`config.mk`:
```
export PLATFORM = sky130hd
export DESIGN_NAME = qsbs_ctrl
export DESIGN_NICKNAME = d
export VERILOG_FILES = /design/src/rtl/qsbs_pkg.sv /design/src/rtl/qsbs_ctrl.sv
export SDC_FILE = /design/constraint.sdc
export NUM_CORES = 1
export LEC_CHECK = 0
export BUFFER_PORTS_ARGS = -buffer_cell sky130_fd_sc_hd__buf_2
export CELL_PAD_IN_SITES_DETAIL_PLACEMENT = 0
export CELL_PAD_IN_SITES_GLOBAL_PLACEMENT = 2
export CORE_MARGIN = 2
export CORE_UTILIZATION = 33
export CTS_CLUSTER_DIAMETER = 100
export DETAILED_ROUTE_END_ITERATION = 6
export PLACE_DENSITY_LB_ADDON = 0.15
export SLEW_MARGIN = 10
export SYNTH_ARGS = -nofsm -noshare
export SYNTH_HDL_FRONTEND = slang
export SYNTH_SLANG_ARGS = --single-unit
```
`constraint.sdc`:
```
create_clock -name i_clk -period 3.4 [get_ports i_clk]
set_input_delay 0.34 -clock i_clk [delete_from_list [all_inputs] [get_ports i_clk]]
set_output_delay 0.34 -clock i_clk [all_outputs]
set_load 0.03 [all_outputs]
```
`src/rtl/qsbs_pkg.sv`:
```
// qsbs_pkg: shared constants and types of the quicksort block sorter
// no dependencies; imported by every module of the block
`timescale 1ns / 1ps

package qsbs_pkg;

    // capacity of the cell row, one stored word per cell
    localparam int MAX_ITEMS = 64;
    localparam int VALUE_W   = 32;
    // count must reach MAX_ITEMS itself
    localparam int CNT_W     = $clog2(MAX_ITEMS + 1);

    typedef logic signed [VALUE_W-1:0] t_value;
    typedef logic [CNT_W-1:0]          t_count;

    typedef enum logic {
        ST_LOAD,
        ST_UNLOAD
    } t_state;

    // command broadcast from the controller to every cell
    typedef struct packed {
        logic insert;   // place the incoming word into the row
        logic shift;    // move the row one cell toward the output
    } t_cell_cmd;

endpackage

```
`src/rtl/qsbs_ctrl.sv`:
```
// qsbs_ctrl: load / unload sequencer, fill count and overflow flag
// depends on qsbs_pkg
`timescale 1ns / 1ps

module qsbs_ctrl (
    input  logic                i_clk,
    input  logic                i_rst_n,
    input  logic                i_in_valid,
    input  logic                i_last,
    input  logic                i_out_ready,
    output logic                o_in_ready,
    output logic                o_out_valid,
    output logic                o_eob,
    output logic                o_ovf,
    output qsbs_pkg::t_cell_cmd o_cmd
);
    import qsbs_pkg::*;

    t_state r_state;
    t_state n_state;
    t_count r_count;
    t_count n_count;
    logic   r_ovf;
    logic   n_ovf;
    logic   w_in_acc;
    logic   w_out_acc;
    logic   w_full;
    logic   w_one_left;

    assign w_full     = (r_count == t_count'(MAX_ITEMS));
    assign w_one_left = (r_count == t_count'(1));

    // next state
    always_comb begin
        n_state = r_state;
        case (r_state)
            ST_LOAD: begin
                if (i_in_valid && i_last) begin
                    n_state = ST_UNLOAD;
                end
            end
            ST_UNLOAD: begin
                if (i_out_ready && w_one_left) begin
                    n_state = ST_LOAD;
                end
            end
            default: n_state = ST_LOAD;
        endcase
    end

    // outputs
    always_comb begin
        o_in_ready  = 1'b0;
        o_out_valid = 1'b0;
        case (r_state)
            ST_LOAD:   o_in_ready  = 1'b1;
            ST_UNLOAD: o_out_valid = 1'b1;
            default: begin
                o_in_ready  = 1'b0;
                o_out_valid = 1'b0;
            end
        endcase
    end

    assign w_in_acc     = o_in_ready && i_in_valid;
    assign w_out_acc    = o_out_valid && i_out_ready;
    assign o_cmd.insert = w_in_acc && !w_full;
    assign o_cmd.shift  = w_out_acc;
    assign o_eob        = w_one_left;
    assign o_ovf        = r_ovf;

    always_comb begin
        n_count = r_count;
        n_ovf   = r_ovf;
        if (o_cmd.insert) begin
            n_count = r_count + t_count'(1);
        end else if (w_out_acc) begin
            n_count = r_count - t_count'(1);
        end
        if (w_in_acc && w_full) begin
            n_ovf = 1'b1;
        end else if (w_out_acc && w_one_left) begin
            n_ovf = 1'b0;
        end
    end

    always_ff @(posedge i_clk) begin
        if (!i_rst_n) begin
            r_state <= ST_LOAD;
            r_count <= '0;
            r_ovf   <= 1'b0;
        end else begin
            r_state <= n_state;
            r_count <= n_count;
            r_ovf   <= n_ovf;
        end
    end

endmodule

```
# --- After elaboration in Yosys (flattened, before gate mapping) ---
# Index checks and enable logic that the tools add are counted.
# W data, S select, Z words.
word_totals:
  inputBits: 5
  regBits: 9
  word_cells: 27
op_classes:
  muxes: 9
  reduce_logical: 10
  n_eq_ne: 2
  bitwise: 1
  add_sub_neg: 2
ops:
  columns: ["op", "n"]
  rows:
  - ["$mux W7", 2]
  - ["$add A7 B1 Y7 const B", 1]
  - ["$eq A7 B1 Y1 const B", 1]
  - ["$eq A7 B7 Y1 const B", 1]
  - ["$logic_and A1 B1 Y1", 7]
  - ["$sub A7 B1 Y7 const B", 1]
  - ["$mux W1", 6]
  - ["$reduce_bool A2 Y1", 2]
  - ["$pmux W1 S2", 1]
  - ["$logic_not A1 Y1", 1]
  - ["$not A1 Y1", 1]

# --- Longest topological paths before layout ---
logic_depth:
  depth_word: 5
  mapped_depth: 6

# --- Least setup slack after synthesis ---
# Ideal clock, no wire load.
synth_path:
  path_kind: "reg2reg"
  start: "register r_count[4]"
  end: "register r_ovf, in the netlist o_ovf"
  stages_incl_launch_ff: 5
  period_less_slack_ns: 1.821
  arrival_ns: 1.705
  setup_slack_ns: 1.579
  path_cell_list: "dfxtp_1 -> or4_4 -> nor3b_2 -> and2_2 -> o21ai_2"
synth_between:
  elab_chain_len: 3
  elab_cells_between_ends: 6
  cone_classes: "eq/ne (2); mux (1); reduce/logical (3)"
synth_lines:
  columns: ["item", "line_no", "rtl"]
  rows:
  - ["start: declaration", "qsbs_ctrl.sv:21", "t_count r_count;"]
  - ["start signal: assignment", "qsbs_ctrl.sv:94", "r_count <= n_count;"]
  - ["$eq A7 B1 Y1", "qsbs_ctrl.sv:31", "assign w_one_left = (r_count == t_count'(1));"]
  - ["named net o_eob", "qsbs_ctrl.sv:13", "output logic o_eob,"]
  - ["$logic_and A1 B1 Y1", "qsbs_ctrl.sv:82", "end else if (w_out_acc && w_one_left) begin"]
  - ["$reduce_bool A2 Y1 (no line)", null, null]
  - ["end signal: assignment", "qsbs_ctrl.sv:95", "r_ovf <= n_ovf;"]
  - ["end: declaration", "qsbs_ctrl.sv:23", "logic r_ovf;"]
# The timed path passes the listed nets, and every way through them passes these cells.
# A chain may end at the register's enable or synchronous reset.

==> impl_results.md <==
* Via count of the first global-routing pass at 453
* Total half-perimeter wirelength after legalization and detailed placement at 903 um
* Via-to-Cell Ratio at 5.074
* Initial cell density of the core at 34.30%
* Internal power component at 0.1904 mW
* RR Startpoint: r_count[2]
* Share of cells above drive strength 1 at 25.64%
* Leak pwr at 0.2947 nW
* Fraction of power consumed by combinational cells at 26.1%
* Clock sinks at 9
* Number of buffers inserted by port buffering at 10
* Overall die area at 2107 um2
* Register area at 180.2 um2
* Net Count, Synth at 74
* Slowest cell on the critical path: or4_4
* Routed WL per cell at 12.41 um
* Beginning of the worst hold path: i_rst_n
* Flip-flop and latch count after synthesis at 9
* CTS tree: built
* Diode count at 0
* Number of H-tree levels at 1
* Largest net degree at the start of global routing at 11
* Max clock buf depth at 2
* Proportion of power drawn by flip-flops and latches at 43.8%
* IR drop worst, VDD at 0.0002167 V
* Launching element of the worst setup path: r_count[2]
* Cell class contributing the biggest share of worst-path delay: simple AND/OR/NAND/NOR gates
* Worst setup slack for register-to-register paths at 1.86 ns
* Setup Skew at 0.004251 ns
* Number of nets with antenna violations after detailed routing at 0
* Cell Chain, Critical Path: or4_4 > o21ai_4 > inv_1 > buf_2
* Final Hold Violating Endpoints at 0
* Skew-Pair Late Insertion Delay at 0.26 ns
* Most frequent cells in the layout: buf_2, dfxtp_1, inv_1
* Unrepaired setup endpoints after global routing: false
* Reg2reg path depth at 4
* Startpoint type of the worst setup path: register
* Resized Gates After CTS at 0
* Synthesized instance count at 66
* Number of design rule violations left after detail routing at 0
* Mapped cell area at 579.3 um2
* Outcome: complete, no violations
* Hold path cells at 2
* Total CTS buffers at 3
* Clock edge transition at the registers on the reported setup and hold paths at 0.07 ns
* Number of buffers inserted for hold repair after clock tree synthesis at 0
* Cell variety after synth at 33
* Kind of critical path: reg -> out
* Relative slew slack at 75.97%
* Final critical-path share of the clock period at 58.46%
* Critical Path Max Stage Delay at 0.57 ns
* Setup Fix Bufs, Post-CTS at 0
* Period minus WS final at 1.988 ns
* R2R Path End: r_count[1]
* Max Fclk at 503.1 MHz
* Most common library cell in the layout ignoring fill and taps: buf_2
* Bufs and invs on worst path at 2
* GR Overflow Total at 0
* Fill cells at 192
* Number of detailed-routing iterations run before antenna repair at 3
* Synthesis-to-layout area growth at 14.90%
* # Max-Cap Violations at 0
* I/O pins at 11
* Number of antenna violations at the first check in global routing at 0
* Highest net fanout along the worst path at 7
* Crit end category: primary output
* Fraction of the core area covered by cells at the end of the flow at 39.41%
* Final Slew Violations at 0
* Die Ht at 45.90 um
* Wire length of the first global-routing pass at 1945 um
* Critical path required time at 3.06 ns
* Destination of the worst hold path: r_count[0]
* Post-synthesis sequential area ratio at 31.10%
* Switching power share of the total at 32.96%
* Global Route Usage Sum at 13.86%
* Root cell of the clock tree: clkbuf_4
* Initial DRC Count at 3
* Data arrival at the endpoint of the critical path at 1.65 ns
* Area used by multi-input combinational logic at 357.8 um2
* Summed negative setup slack over all endpoints at 0 ns
* Count of warnings emitted by yosys at 0
* Total power divided by cell area at 426.8 nW/um2
* Via total after detailed routing at 482
* Type of the most critical hold path: in -> reg
* Die outline width at 45.90 um
* Sw Pwr at 0.09365 mW
* Routed wire length at 1179 um
* Relative contribution of the clock network to total power at 30.1%
* Number of cell rows at 15
* Placer's final routability congestion estimate at 0.7353
* Synthesized area per cell at 8.777 um2
* Final #Nets at 87
* Total core area at 1689 um2
* Transition at the pin with the smallest max-transition slack at 0.3571 ns
* Setup violations, final at 0
==> through the flow <==
| stage | hold WS, ns | setup slack [ns] | instances | cell area, um2 | total power [mW] |
|---|---|---|---|---|---|
| 2_1_floorplan | 0.5270 | 1.579 | 66 | 579.3 | 0.1844 |
| 3_3_place_gp | 0.4459 | 1.705 | 91 | 639.4 | 0.2013 |
| 3_5_place_dp | 0.4574 | 1.700 | 91 | 639.4 | 0.2013 |
| 4_1_cts | 0.3853 | 1.391 | 95 | 665.6 | 0.2920 |
| 5_1_grt | 0.4003 | 1.337 | 95 | 665.6 | 0.3053 |
| 6_report | 0.3909 | 1.412 | 95 | 665.6 | 0.2841 |
==> power by group through the flow <==
| stage | clock (mW) | combinational (mW) | sequential [mW] |
|---|---|---|---|
| after floorplan | 0 | 0.0584 | 0.126 |
| after global placement | 0 | 0.0744 | 0.127 |
| after detailed placement | 0 | 0.0747 | 0.127 |
| after CTS | 0.0924 | 0.0752 | 0.124 |
| after global routing | 0.0972 | 0.0821 | 0.126 |
| final | 0.0856 | 0.0742 | 0.124 |
==> cells in the mapped netlist (all sizes together) <==
cell     n  area share (%)
o32ai    2             4.3
nor3     1            0.86
and3     1             1.1
dfxtp    9              31
o21a     3             3.9
a21oi    3             2.6
nand2    4             2.6
nand2b   1             1.1
o211ai   1             2.2
nor2b    1             1.1
nor4     2             2.2
and2     4             4.5
buf      2             1.9
nand4bb  1             1.9
mux2i    1             1.7
o21ai    3             5.2
o22ai    1             1.1
a31oi    1             1.1
xor2     1             1.5
ha       3             6.5
inv      8             5.2
and3b    2             3.0
nor2     1            0.65
or4      1             1.9
nor3b    2             3.5
xnor2    2             3.0
nand3    5             4.3
==> sequential cells by signal (all words and copies together), names as in the netlist <==
signal   cells
o_ovf        1
r_count      7
r_state      1
==> worst max path at each step <==
stage	endpoint	slack (ns)	depth (start not counted)
floorplan	o_ovf	1.58	4
global placement	o_cmd[1]	1.71	4
detailed placement	o_cmd[1]	1.70	4
CTS	o_cmd[1]	1.39	4
global route	o_cmd[1]	1.34	4
finish	o_cmd[1]	1.41	4
==> final cells by class <==
class | count | area share [%]
well taps | 17 | 3.195
inverters | 8 | 4.511
repair buffers | 10 | 7.519
multi-input cells | 47 | 53.76
clock buffers | 4 | 3.947
flip-flops and latches | 9 | 27.07
==> worst reg2reg max path, stage by stage (launching register included) <==
cell and delay, ns:
dfxtp_1 0.37, or4_4 0.57, o21ai_4 0.22, mux2i_1 0.10
o21a_1 0.19
==> kinds of logic (layout without fill, tap and decap cells) <==
logic type	after synthesis	after routing	share of synthesized area, %
AND/OR/NAND/NOR	26	26	28.73
AO/OA/AOI/OAI	14	14	20.30
buffers and inverters	10	22	7.127
flip-flops	9	9	31.10
adder cells (fa/ha/maj)	3	3	6.480
XOR/XNOR	3	3	4.536
multiplexers	1	1	1.728
==> routing by layer <==
layer / part of all wire, % / global-route usage (%) / wire (um) / up-vias
met4: 2.4 / 8.571 / 28 / 0
met1: 49 / 16.90 / 583 / 212
met2: 44 / 19.72 / 522 / 11
met5: 0 / 0 / 0 / -
li1: - / - / - / 255
met3: 3.8 / 5.952 / 45 / 4
Note: power is estimated with default switching activity, not from simulation.
