**src/rtl/qsbs_pkg.sv**
```systemverilog
// qsbs_pkg: shared constants and types of the quicksort block sorter
// no dependencies; imported by every module of the block
`timescale 1ns / 1ps

package qsbs_pkg;

    // capacity of the cell row, one stored word per cell
    localparam int MAX_ITEMS = 64;
    localparam int VALUE_W   = 32;
    // count must reach MAX_ITEMS itself
    localparam int CNT_W     = $clog2(MAX_ITEMS + 1);

    typedef logic signed [VALUE_W-1:0] t_value;
    typedef logic [CNT_W-1:0]          t_count;

    typedef enum logic {
        ST_LOAD,
        ST_UNLOAD
    } t_state;

    // command broadcast from the controller to every cell
    typedef struct packed {
        logic insert;   // place the incoming word into the row
        logic shift;    // move the row one cell toward the output
    } t_cell_cmd;

endpackage

```
**src/rtl/qsbs_cell.sv**
```systemverilog
// qsbs_cell: one cell of the sorting row, holds one word and its valid bit
// depends on qsbs_pkg
`timescale 1ns / 1ps

module qsbs_cell (
    input  logic               i_clk,
    input  logic               i_rst_n,
    input  qsbs_pkg::t_cell_cmd i_cmd,
    input  qsbs_pkg::t_value   i_ins_value,
    input  qsbs_pkg::t_value   i_left_value,
    input  logic               i_left_valid,
    input  logic               i_left_gt,
    input  qsbs_pkg::t_value   i_right_value,
    input  logic               i_right_valid,
    output qsbs_pkg::t_value   o_value,
    output logic               o_valid,
    output logic               o_gt
);
    import qsbs_pkg::*;

    t_value r_value;
    t_value n_value;
    logic   r_valid;
    logic   n_valid;
    logic   w_gt;

    // an empty cell acts as plus infinity
    assign w_gt = !r_valid || (r_value > i_ins_value);

    always_comb begin
        n_value = r_value;
        n_valid = r_valid;
        if (i_cmd.shift) begin
            n_value = i_right_value;
            n_valid = i_right_valid;
        end else if (i_cmd.insert && w_gt) begin
            if (i_left_gt) begin
                // insertion point lies to the left: take the neighbor's word
                n_value = i_left_value;
                n_valid = i_left_valid;
            end else begin
                n_value = i_ins_value;
                n_valid = 1'b1;
            end
        end
    end

    always_ff @(posedge i_clk) begin
        r_value <= n_value;
        if (!i_rst_n) begin
            r_valid <= 1'b0;
        end else begin
            r_valid <= n_valid;
        end
    end

    assign o_value = r_value;
    assign o_valid = r_valid;
    assign o_gt    = w_gt;

endmodule

```
**config.mk**
```make
export PLATFORM = sky130hd
export DESIGN_NAME = qsbs_cell
export DESIGN_NICKNAME = d
export VERILOG_FILES = /design/src/rtl/qsbs_pkg.sv /design/src/rtl/qsbs_cell.sv
export SDC_FILE = /design/constraint.sdc
export NUM_CORES = 1
export LEC_CHECK = 0
export ABC_AREA = 1
export ABC_CLOCK_PERIOD_IN_PS = 3210
export BUFFER_PORTS_ARGS = -buffer_cell sky130_fd_sc_hd__buf_2
export CORE_MARGIN = 1.5
export CORE_UTILIZATION = 51
export CTS_BUF_LIST = sky130_fd_sc_hd__clkbuf_8
export CTS_CLUSTER_SIZE = 10
export DETAILED_ROUTE_END_ITERATION = 8
export GPL_TIMING_DRIVEN = 0
export PLACE_DENSITY_LB_ADDON = 0.08
export SLEW_MARGIN = 30
export SYNTH_ARGS = -nofsm -noshare
export SYNTH_HDL_FRONTEND = slang
export SYNTH_SLANG_ARGS = --single-unit
```
**constraint.sdc**
```tcl
create_clock -name i_clk -period 3.21 [get_ports i_clk]
set_input_delay 0.321 -clock i_clk [delete_from_list [all_inputs] [get_ports i_clk]]
set_output_delay 0.321 -clock i_clk [all_outputs]
set_load 0.05 [all_outputs]
```
## Word level (Yosys, flattened, before mapping)

Cells that the tools add are included.
Widths: inputs -> output; s select.

- Order comparisons: 1
- Mux-type cells: 6
- Reductions and logical operators: 4

Operators with widths:

| kind | number |
|---|---|
| $mux 32 | 3 |
| $gt 32x32->1 | 1 |
| $mux 1 | 3 |
| $reduce_bool 2->1 | 1 |
| $logic_and 1x1->1 | 1 |
| $logic_not 1->1 | 1 |
| $logic_or 1x1->1 | 1 |

- Flip-flop bits (word level): 33
- Input bits: 103
- Logic and storage cells: 13

## Depth between registers and ports, before layout

Gate-level depths: netlist of the first run.

- Word-level depth: 5
- Depth in mapped cells: 20

## Worst setup path before layout of the first run

No wires, ideal clock.

- Path type: reg2reg
- Start: register r_value[31], in the netlist o_value[31]
- End: register r_value[0], in the netlist o_value[0], enable pin
- Library setup time: 0.375 ns
- Data arrival time: 2.401 ns
- Data required time: 2.835 ns
- Path slack: 0.434 ns
- Stages on the path, launching flop included: 12
- Path buffers: 0
- Period minus slack after synthesis: 2.776 ns
- Cells stage by stage: edfxtp_1 > ha_1 > a21oi_1 > o21a_2 > nand2_1 > a21oi_1 > nand3_1 > nand2_1 > nand2_1 > nand2_2 > nand2_2 > nand2_2

- Cells in the longest elaborated chain, start to end: 4

Ends and longest elaborated chain:

| element | RTL line | RTL |
|---|---|---|
| start: declaration | qsbs_cell.sv:21 | `t_value r_value;` |
| start signal: assignment | qsbs_cell.sv:49 | `r_value <= n_value;` |
| $gt 32x32->1 | qsbs_cell.sv:28 | `assign w_gt = !r_valid \|\| (r_value > i_ins_value);` |
| $logic_or 1x1->1 | qsbs_cell.sv:28 |  |
| via o_gt | qsbs_cell.sv:17 | `output logic o_gt` |
| $logic_and 1x1->1 | qsbs_cell.sv:36 | `end else if (i_cmd.insert && w_gt) begin` |
| $reduce_bool 2->1 (no source line) | - |  |

The timed path passes the listed nets, and every way through them passes these cells.
A chain may end at the register's enable or synchronous reset.

## Worst setup path in the final report of the first run

- Start: register r_value[15], in the netlist o_value[15]
- End: register r_value[18], in the netlist o_value[18], enable pin

- Cells in the longest elaborated chain, start to end: 4

Ends and longest elaborated chain:

| element | RTL line |
|---|---|
| $gt 32x32->1 | qsbs_cell.sv:28 |
| $logic_or 1x1->1 | qsbs_cell.sv:28 |
| $logic_and 1x1->1 | qsbs_cell.sv:36 |
| $reduce_bool 2->1 (no source line) | - |

Every way passes these cells.

==> results.sh, run 1 <==
export IMPL_timing_fmax_mhz=378.7
export IMPL_detail_route_first_pass_iterations=4
export IMPL_hp_start="i_rst_n"
export IMPL_status="completed"
export IMPL_vias_per_cell=5.033
export IMPL_avgSynthCellArea_sq_um=8.499
export IMPL_insertedDiodeCount=0
export IMPL_min_period_ns=2.640
export IMPL_power_leakage_nw=1.739
export IMPL_fillerInstances=427
export IMPL_cts_tree="yes"
export IMPL_multi_input_area_sq_um=1375
export IMPL_crit_type="reg2reg"
export IMPL_drc_errors=0
export IMPL_clk_latency_ns=0.29
export IMPL_start_util_pct=53.99
export IMPL_rsz0062_at_grt="false"
export IMPL_power_density_nw_per_um2=403.7
export IMPL_finalHoldViolCount=0
export IMPL_wl_per_cell_microns=13.03
export IMPL_fin_ws_ns=0.5695
export IMPL_crit_slowest_cell="nand2_2"
export IMPL_cts_buffer_depth=2
export IMPL_crit_chain="ha_1 > nand2_1 > nor2_1 > nand2_1 > inv_1 > nand2_1 > nand2_1 > nand2_1 > nand2_1 > nand2_1 > nand2_1 > nand2_1 > nand2_2 > nand2_2 > nand2_2"
export IMPL_dp_slack_ns=0.5110
export IMPL_ys_ff_latch=33
export IMPL_fin_crit_sh_pct=82.26
export IMPL_die_height_microns=74.18
export IMPL_cts_resized=0
export IMPL_ctsHoldBuffers=0
export IMPL_grt_pass1_wl_microns=10580
export IMPL_gr_usage_all_layers_pct=25.14
export IMPL_cts_setup_buffers=0
export IMPL_core_sq_um=4786
export IMPL_endpoint_kind="register"
export IMPL_rows=25
export IMPL_cp_common_cell="nand2_1"
export IMPL_grt_max_degree=34
export IMPL_r2r_end="o_value[18]"
export IMPL_synthCells=304
export IMPL_nNetsFinal=580
export IMPL_gp_congestion=0.8523
export IMPL_h_tree_depth=2
export IMPL_yosysUniqueCellTypes=22
export IMPL_yosysSeqAreaShare_pct=37.97
export IMPL_clock_sinks=33
export IMPL_syn_cell_area_sq_um=2584
export IMPL_startpoint="o_value[15]"
export IMPL_cap_violations=0
export IMPL_critPathArrivalTime_ns=2.56
export IMPL_final_setup_skew_ns=0.006239
export IMPL_tightest_slew_ns=0.8100
export IMPL_cpPeakStageDelay_ns=0.59
export IMPL_use_met2_pct=43.85
export IMPL_die_w_microns=74.18
export IMPL_regArea_sq_um=980.9
export IMPL_grt_pass1_vias=2497
export IMPL_ant_nets=0
export IMPL_r2r_start="o_value[15]"
export IMPL_fin_tns_setup_ns=0
export IMPL_setup_viol=0
export IMPL_cts_made_buffers=5
export IMPL_regToRegSetupSlack_ns=0.57
export IMPL_io_pins=137
export IMPL_peakVddDrop_mv=0.2642
export IMPL_io_buffers=134
export IMPL_use_met3_pct=6.911
export IMPL_grt_overflow_total=0
export IMPL_endpoint="o_value[18]"
export IMPL_via_count=2582
export IMPL_dieArea_sq_um=5502
export IMPL_start_kind="register"
export IMPL_gr_max_usage_layer="met2"
export IMPL_grtUsageMet1_pct=30.74
export IMPL_dp_hpwl_microns=5269
export IMPL_slew_headroom_pct=45.81
export IMPL_root_buffer="clkbuf_8"
export IMPL_path_max_fanout=33
export IMPL_rr_worst_depth=15
export IMPL_first_iter_violations=77
export IMPL_syn_num_nets=439
export IMPL_drv_slew=0
export IMPL_worstHoldPathCells=3
export IMPL_drive_gt1_share_pct=33.86
export IMPL_holdCritPathClass="in2reg"
export IMPL_wirelength_microns=6682
export IMPL_clkTransAtPathRegs_ns=0.07
export IMPL_area_growth_pct=32.35
export IMPL_crit_required_ns=3.13
export IMPL_synth_warnings=0
export IMPL_antenna_found_initial=0
export IMPL_p_total_mw=1.380
registers in the layout (all words and copies together), names as in the netlist:
name     count
o_value     32
o_valid      1
cells in the final DEF, fill, tap and decap left out:
cell / netlist / layout
a21o_1: 1 / 1
nor4_2: 1 / 1
inv_2: 1 / 1
o211ai_1: 29 / 29
nand4_1: 2 / 2
clkbuf_1: 13 / 13
buf_2: 0 / 134
ha_1: 32 / 32
nor2_1: 15 / 15
clkbuf_8: 1 / 6
nand3_1: 3 / 3
nor2_2: 1 / 1
nand2_2: 5 / 5
nand2_1: 70 / 70
o21a_2: 1 / 1
clkinv_2: 0 / 1
inv_1: 43 / 43
o21ai_0: 2 / 2
clkinv_1: 0 / 2
o31ai_1: 1 / 1
a21oi_2: 1 / 1
edfxtp_1: 32 / 32
o21a_1: 29 / 29
a21oi_1: 20 / 20
dfxtp_1: 1 / 1
layer usage:
| metal | part of all wire [%] | up-vias | wire, microns |
|---|---|---|---|
| li1 | - | 1322 | - |
| met4 | 1.3 | 0 | 87 |
| met5 | 0 | - | 0 |
| met1 | 43 | 1156 | 2899 |
| met2 | 48 | 93 | 3231 |
| met3 | 6.9 | 11 | 464 |
cell type report:
| class | count | share of cell area (%) |
|---|---|---|
| plain buffers | 14 | 1.829 |
| clock buffers | 5 | 2.012 |
| clock inverters | 3 | 0.3659 |
| inverters | 44 | 4.830 |
| multi-input cells | 213 | 40.21 |
| flip-flops and latches | 33 | 28.69 |
| well taps | 67 | 2.452 |
| repair buffers | 134 | 19.61 |
worst max-delay path, delay by kind of cell (launching register included):
kind | cells | cell delay (ns)
DFF | 1 | 0.40
adders and majority gates | 1 | 0.32
and+or+nand+nor | 13 | 1.46
buffers and inverters | 1 | 0.07
through the flow:
stage / cell area [sq um] / utilization (%) / std cells / hold slack, ns
2_1_floorplan: 2584 / - / 304 / 0.4619
3_3_place_gp: 3338 / 69.75 / 505 / 0.5603
3_5_place_dp: 3338 / 69.75 / 505 / 0.5630
4_1_cts: 3420 / 71.45 / 513 / 0.2686
5_1_grt: 3420 / 71.45 / 513 / 0.2753
6_report: 3420 / 71.45 / 513 / 0.2726
logic make-up after synthesis:
family	synth area share, %
flip-flops	37.97
AND/OR/NAND/NOR	15.35
adder cells (fa/ha/maj)	15.50
AO/OA/AOI/OAI	22.37
buffers and inverters	8.813
where the power goes:
group          total, mW  switching, mW  internal (mW)
sequential         0.554         0.0244          0.530
clock              0.303          0.157          0.146
combinational      0.523          0.346          0.177
total               1.38          0.527          0.853
synthesized netlist by cell type:
| master | instances | share of area, % |
|---|---|---|
| nand2_1 | 70 | 10 |
| inv_1 | 43 | 6.2 |
| edfxtp_1 | 32 | 37 |
| ha_1 | 32 | 15 |
| o211ai_1 | 29 | 8.4 |
| o21a_1 | 29 | 8.4 |
| a21oi_1 | 20 | 3.9 |
| nor2_1 | 15 | 2.2 |
| clkbuf_1 | 13 | 1.9 |
| nand2_2 | 5 | 1.2 |
| nand3_1 | 3 | 0.58 |
| nand4_1 | 2 | 0.48 |
| o21ai_0 | 2 | 0.39 |
| a21o_1 | 1 | 0.29 |
| a21oi_2 | 1 | 0.34 |
| clkbuf_8 | 1 | 0.53 |
| dfxtp_1 | 1 | 0.77 |
| inv_2 | 1 | 0.15 |
| nor2_2 | 1 | 0.24 |
| nor4_2 | 1 | 0.48 |
| o21a_2 | 1 | 0.34 |
| o31ai_1 | 1 | 0.29 |
worst min path at each step:
| stage | end | slack [ns] |
|---|---|---|
| final | o_valid | 0.27 |
| after global routing | o_valid | 0.28 |
| after CTS | o_valid | 0.27 |
| after detailed placement | o_valid | 0.56 |
| after global placement | o_valid | 0.56 |
| after floorplan | o_valid | 0.46 |
No activity file was read; power rests on OpenSTA's default activity.
==> run 2: changes to the inputs <==
- ABC_AREA: 1 -> 0
- ABC_CLOCK_PERIOD_IN_PS: 3210 -> 2500
- CORE_UTILIZATION: 51 -> 46
- clock period: 3.21 -> 2.5 ns (I/O delays scaled with it)
==> results.sh, run 2 <==
export IMPL_fin_util_pct=70.68
export IMPL_dp_slack_ns=-0.2587
export IMPL_ant_nets=0
export IMPL_synth_most_common_cell="nand2_1"
export IMPL_layout_common_cells="buf_2 (137), nand2_1 (40), inv_1 (37), o21ai_0 (35)"
export IMPL_grt_overflow_total=0
export IMPL_path_max_fanout=3
export IMPL_dp_hpwl_microns=5506
export IMPL_io_buffers=135
export IMPL_clk_latency_ns=0.29
export IMPL_clkTransAtPathRegs_ns=0.07
export IMPL_p_int_mw=1.264
export IMPL_fin_ws_ns=-0.1373
export IMPL_cts_tree="yes"
export IMPL_ys_flop_type="edfxtp_1"
export IMPL_vias_per_cell=5.132
export IMPL_synth_edf_count=32
export IMPL_cp_common_cell="o21ai_2"
export IMPL_combPwrFrac_pct=41.9
export IMPL_yosysSeqAreaShare_pct=39.08
export IMPL_cap_violations=0
export IMPL_first_iter_violations=64
export IMPL_hp_start="i_rst_n"
export IMPL_synth_area_leaders="edfxtp_1 (38%), ha_1 (16%), mux2i_1 (13%), o21ai_0 (7.4%), nand2_1 (6.0%)"
export IMPL_drive_gt1_share_pct=41.33
export IMPL_endpoint_kind="primary output"
export IMPL_detail_route_first_pass_iterations=4
export IMPL_die_w_microns=76.87
export IMPL_p_clk_share_pct=22.0
export IMPL_ctsHoldBuffers=0
export IMPL_syn_num_nets=401
export IMPL_nNetsFinal=555
export IMPL_largest_register_ffs=32
export IMPL_synth_common_cells="nand2_1 (40), inv_1 (37), o21ai_0 (37)"
export IMPL_rows=26
export IMPL_peakVddDrop_mv=0.2645
export IMPL_area_growth_pct=45.66
export IMPL_core_sq_um=5172
export IMPL_crit_type="reg2out"
export IMPL_p_switching_uw=787.2
export IMPL_rsz0062_at_grt="true"
export IMPL_r2r_start="o_value[7]"
export IMPL_grt_pass1_vias=2536
export IMPL_crit_slowest_cell="edfxtp_1"
export IMPL_h_tree_depth=2
export IMPL_synth_top_area_cell="edfxtp_1"
export IMPL_crit_chain="ha_4 > a21oi_4 > o21ai_2 > a221o_1 > o31a_1 > a211oi_4 > o21ai_2 > buf_6"
export IMPL_gp_congestion=0.7603
export IMPL_cts_buffer_depth=2
export IMPL_holdCritPathClass="in2reg"
export IMPL_gr_usage_all_layers_pct=25.12
export IMPL_status="complete, but fails checks"
export IMPL_clock_sinks=33
export IMPL_io_pins=137
export IMPL_crit_required_ns=2.25
export IMPL_synthCells=266
export IMPL_root_buffer="clkbuf_8"
export IMPL_startpoint="o_value[7]"
export IMPL_fin_crit_sh_pct=105.5
export IMPL_synth_warnings=0
export IMPL_critPathArrivalTime_ns=2.39
export IMPL_cpPeakStageDelay_ns=0.44
export IMPL_dieArea_sq_um=5908
export IMPL_power_leakage_nw=1.902
export IMPL_final_setup_skew_ns=0.007620
export IMPL_violations="negative setup slack"
export IMPL_synth_top_area_share_pct=38.29
export IMPL_syn_cell_area_sq_um=2510
export IMPL_avgSynthCellArea_sq_um=9.436
export IMPL_power_density_nw_per_um2=561.0
export IMPL_setup_viol=25
export IMPL_share_seq_of_total_power_pct=36.0
export IMPL_min_period_ns=2.637
export IMPL_drv_slew=0
export IMPL_wl_per_cell_microns=14.36
export IMPL_slew_headroom_pct=64.03
export IMPL_timing_fmax_mhz=379.2
export IMPL_ys_ff_latch=33
export IMPL_drc_errors=0
export IMPL_yosysUniqueCellTypes=29
export IMPL_async_reset_ff_share_pct=0
export IMPL_layout_commonest_cell="buf_2"
export IMPL_insertedDiodeCount=0
export IMPL_wirelength_microns=7050
export IMPL_switching_share_pct=38.38
export IMPL_die_height_microns=76.87
export IMPL_cts_made_buffers=5
export IMPL_grt_pass1_wl_microns=11680
export IMPL_tightest_slew_ns=0.5395
export IMPL_finalHoldViolCount=0
export IMPL_start_kind="register"
export IMPL_grt_max_degree=11
export IMPL_start_util_pct=48.52
export IMPL_antenna_found_initial=0
export IMPL_via_count=2520
## run 2: layer usage
layer / vias up / routed length (microns) / track usage (%)
met4: 0 / 123 / 6.481
li1: 1262 / - / -
met1: 1147 / 2978 / 30.53
met2: 99 / 3485 / 44.51
met5: - / 0 / 0
met3: 12 / 462 / 5.714
## run 2: final cells by class
| type | count | area, sq um |
|---|---|---|
| Fill cell | 418 | 1516 |
| Multi-Input combinational cell | 185 | 1471 |
| Sequential cell | 33 | 980.9 |
| Timing Repair Buffer | 147 | 830.8 |
| Inverter | 37 | 138.9 |
| Clock buffer | 7 | 96.34 |
| Tap cell | 70 | 87.58 |
| Buffer | 11 | 45.04 |
| Clock inverter | 1 | 5.005 |
## run 2: kinds of logic after synthesis
family,synth area share (%)
compound gates,14.86
fa+ha+maj,15.95
mux,12.76
buf+inv,7.328
flops,39.08
simple gates,10.02
## run 2: per-stage QoR
stage	power [mW]	instances	TNS, ns	cell area [sq um]	hold WS, ns
floorplan	1.265	266	-7.057	2550	0.3812
global placement	1.484	471	-11.67	3313	0.4909
detailed placement	1.516	473	-4.437	3343	0.5006
CTS	2.026	489	-3.085	3583	0.1967
global route	2.166	491	-4.645	3656	0.2016
finish	2.051	491	-1.693	3656	0.2011
## run 2: what timing repair did
item,in CTS,in global routing
endpoints found under the setup margin,25,33
resized for setup,11,11
setup buffers,7,2
pin swaps,8,7
cloned,1,0
## run 2: power groups by stage
stage	clock network [mW]	logic, mW	registers, mW
after detailed placement	0	0.766	0.750
after global placement	0	0.737	0.747
after global routing	0.481	0.936	0.749
final	0.452	0.860	0.739
after CTS	0.460	0.827	0.739
after floorplan	0	0.273	0.992
## run 2: path summary, 6_finish.rpt
path                            slack [ns]     endpoint  cells after the start
worst max register to register       -0.08  o_value[17]                     10
worst min-delay path                  0.20      o_valid                      2
worst min register to register        0.66      o_valid                      3
worst max-delay path                 -0.14         o_gt                      8
## run 2: critical path: cells and delay by family (launching register included)
kind	cells	cell delay, ns
AO/OA/AOI/OAI	6	1.20
adder cells (fa/ha/maj)	1	0.29
buffers and inverters	1	0.16
flip-flops	1	0.44
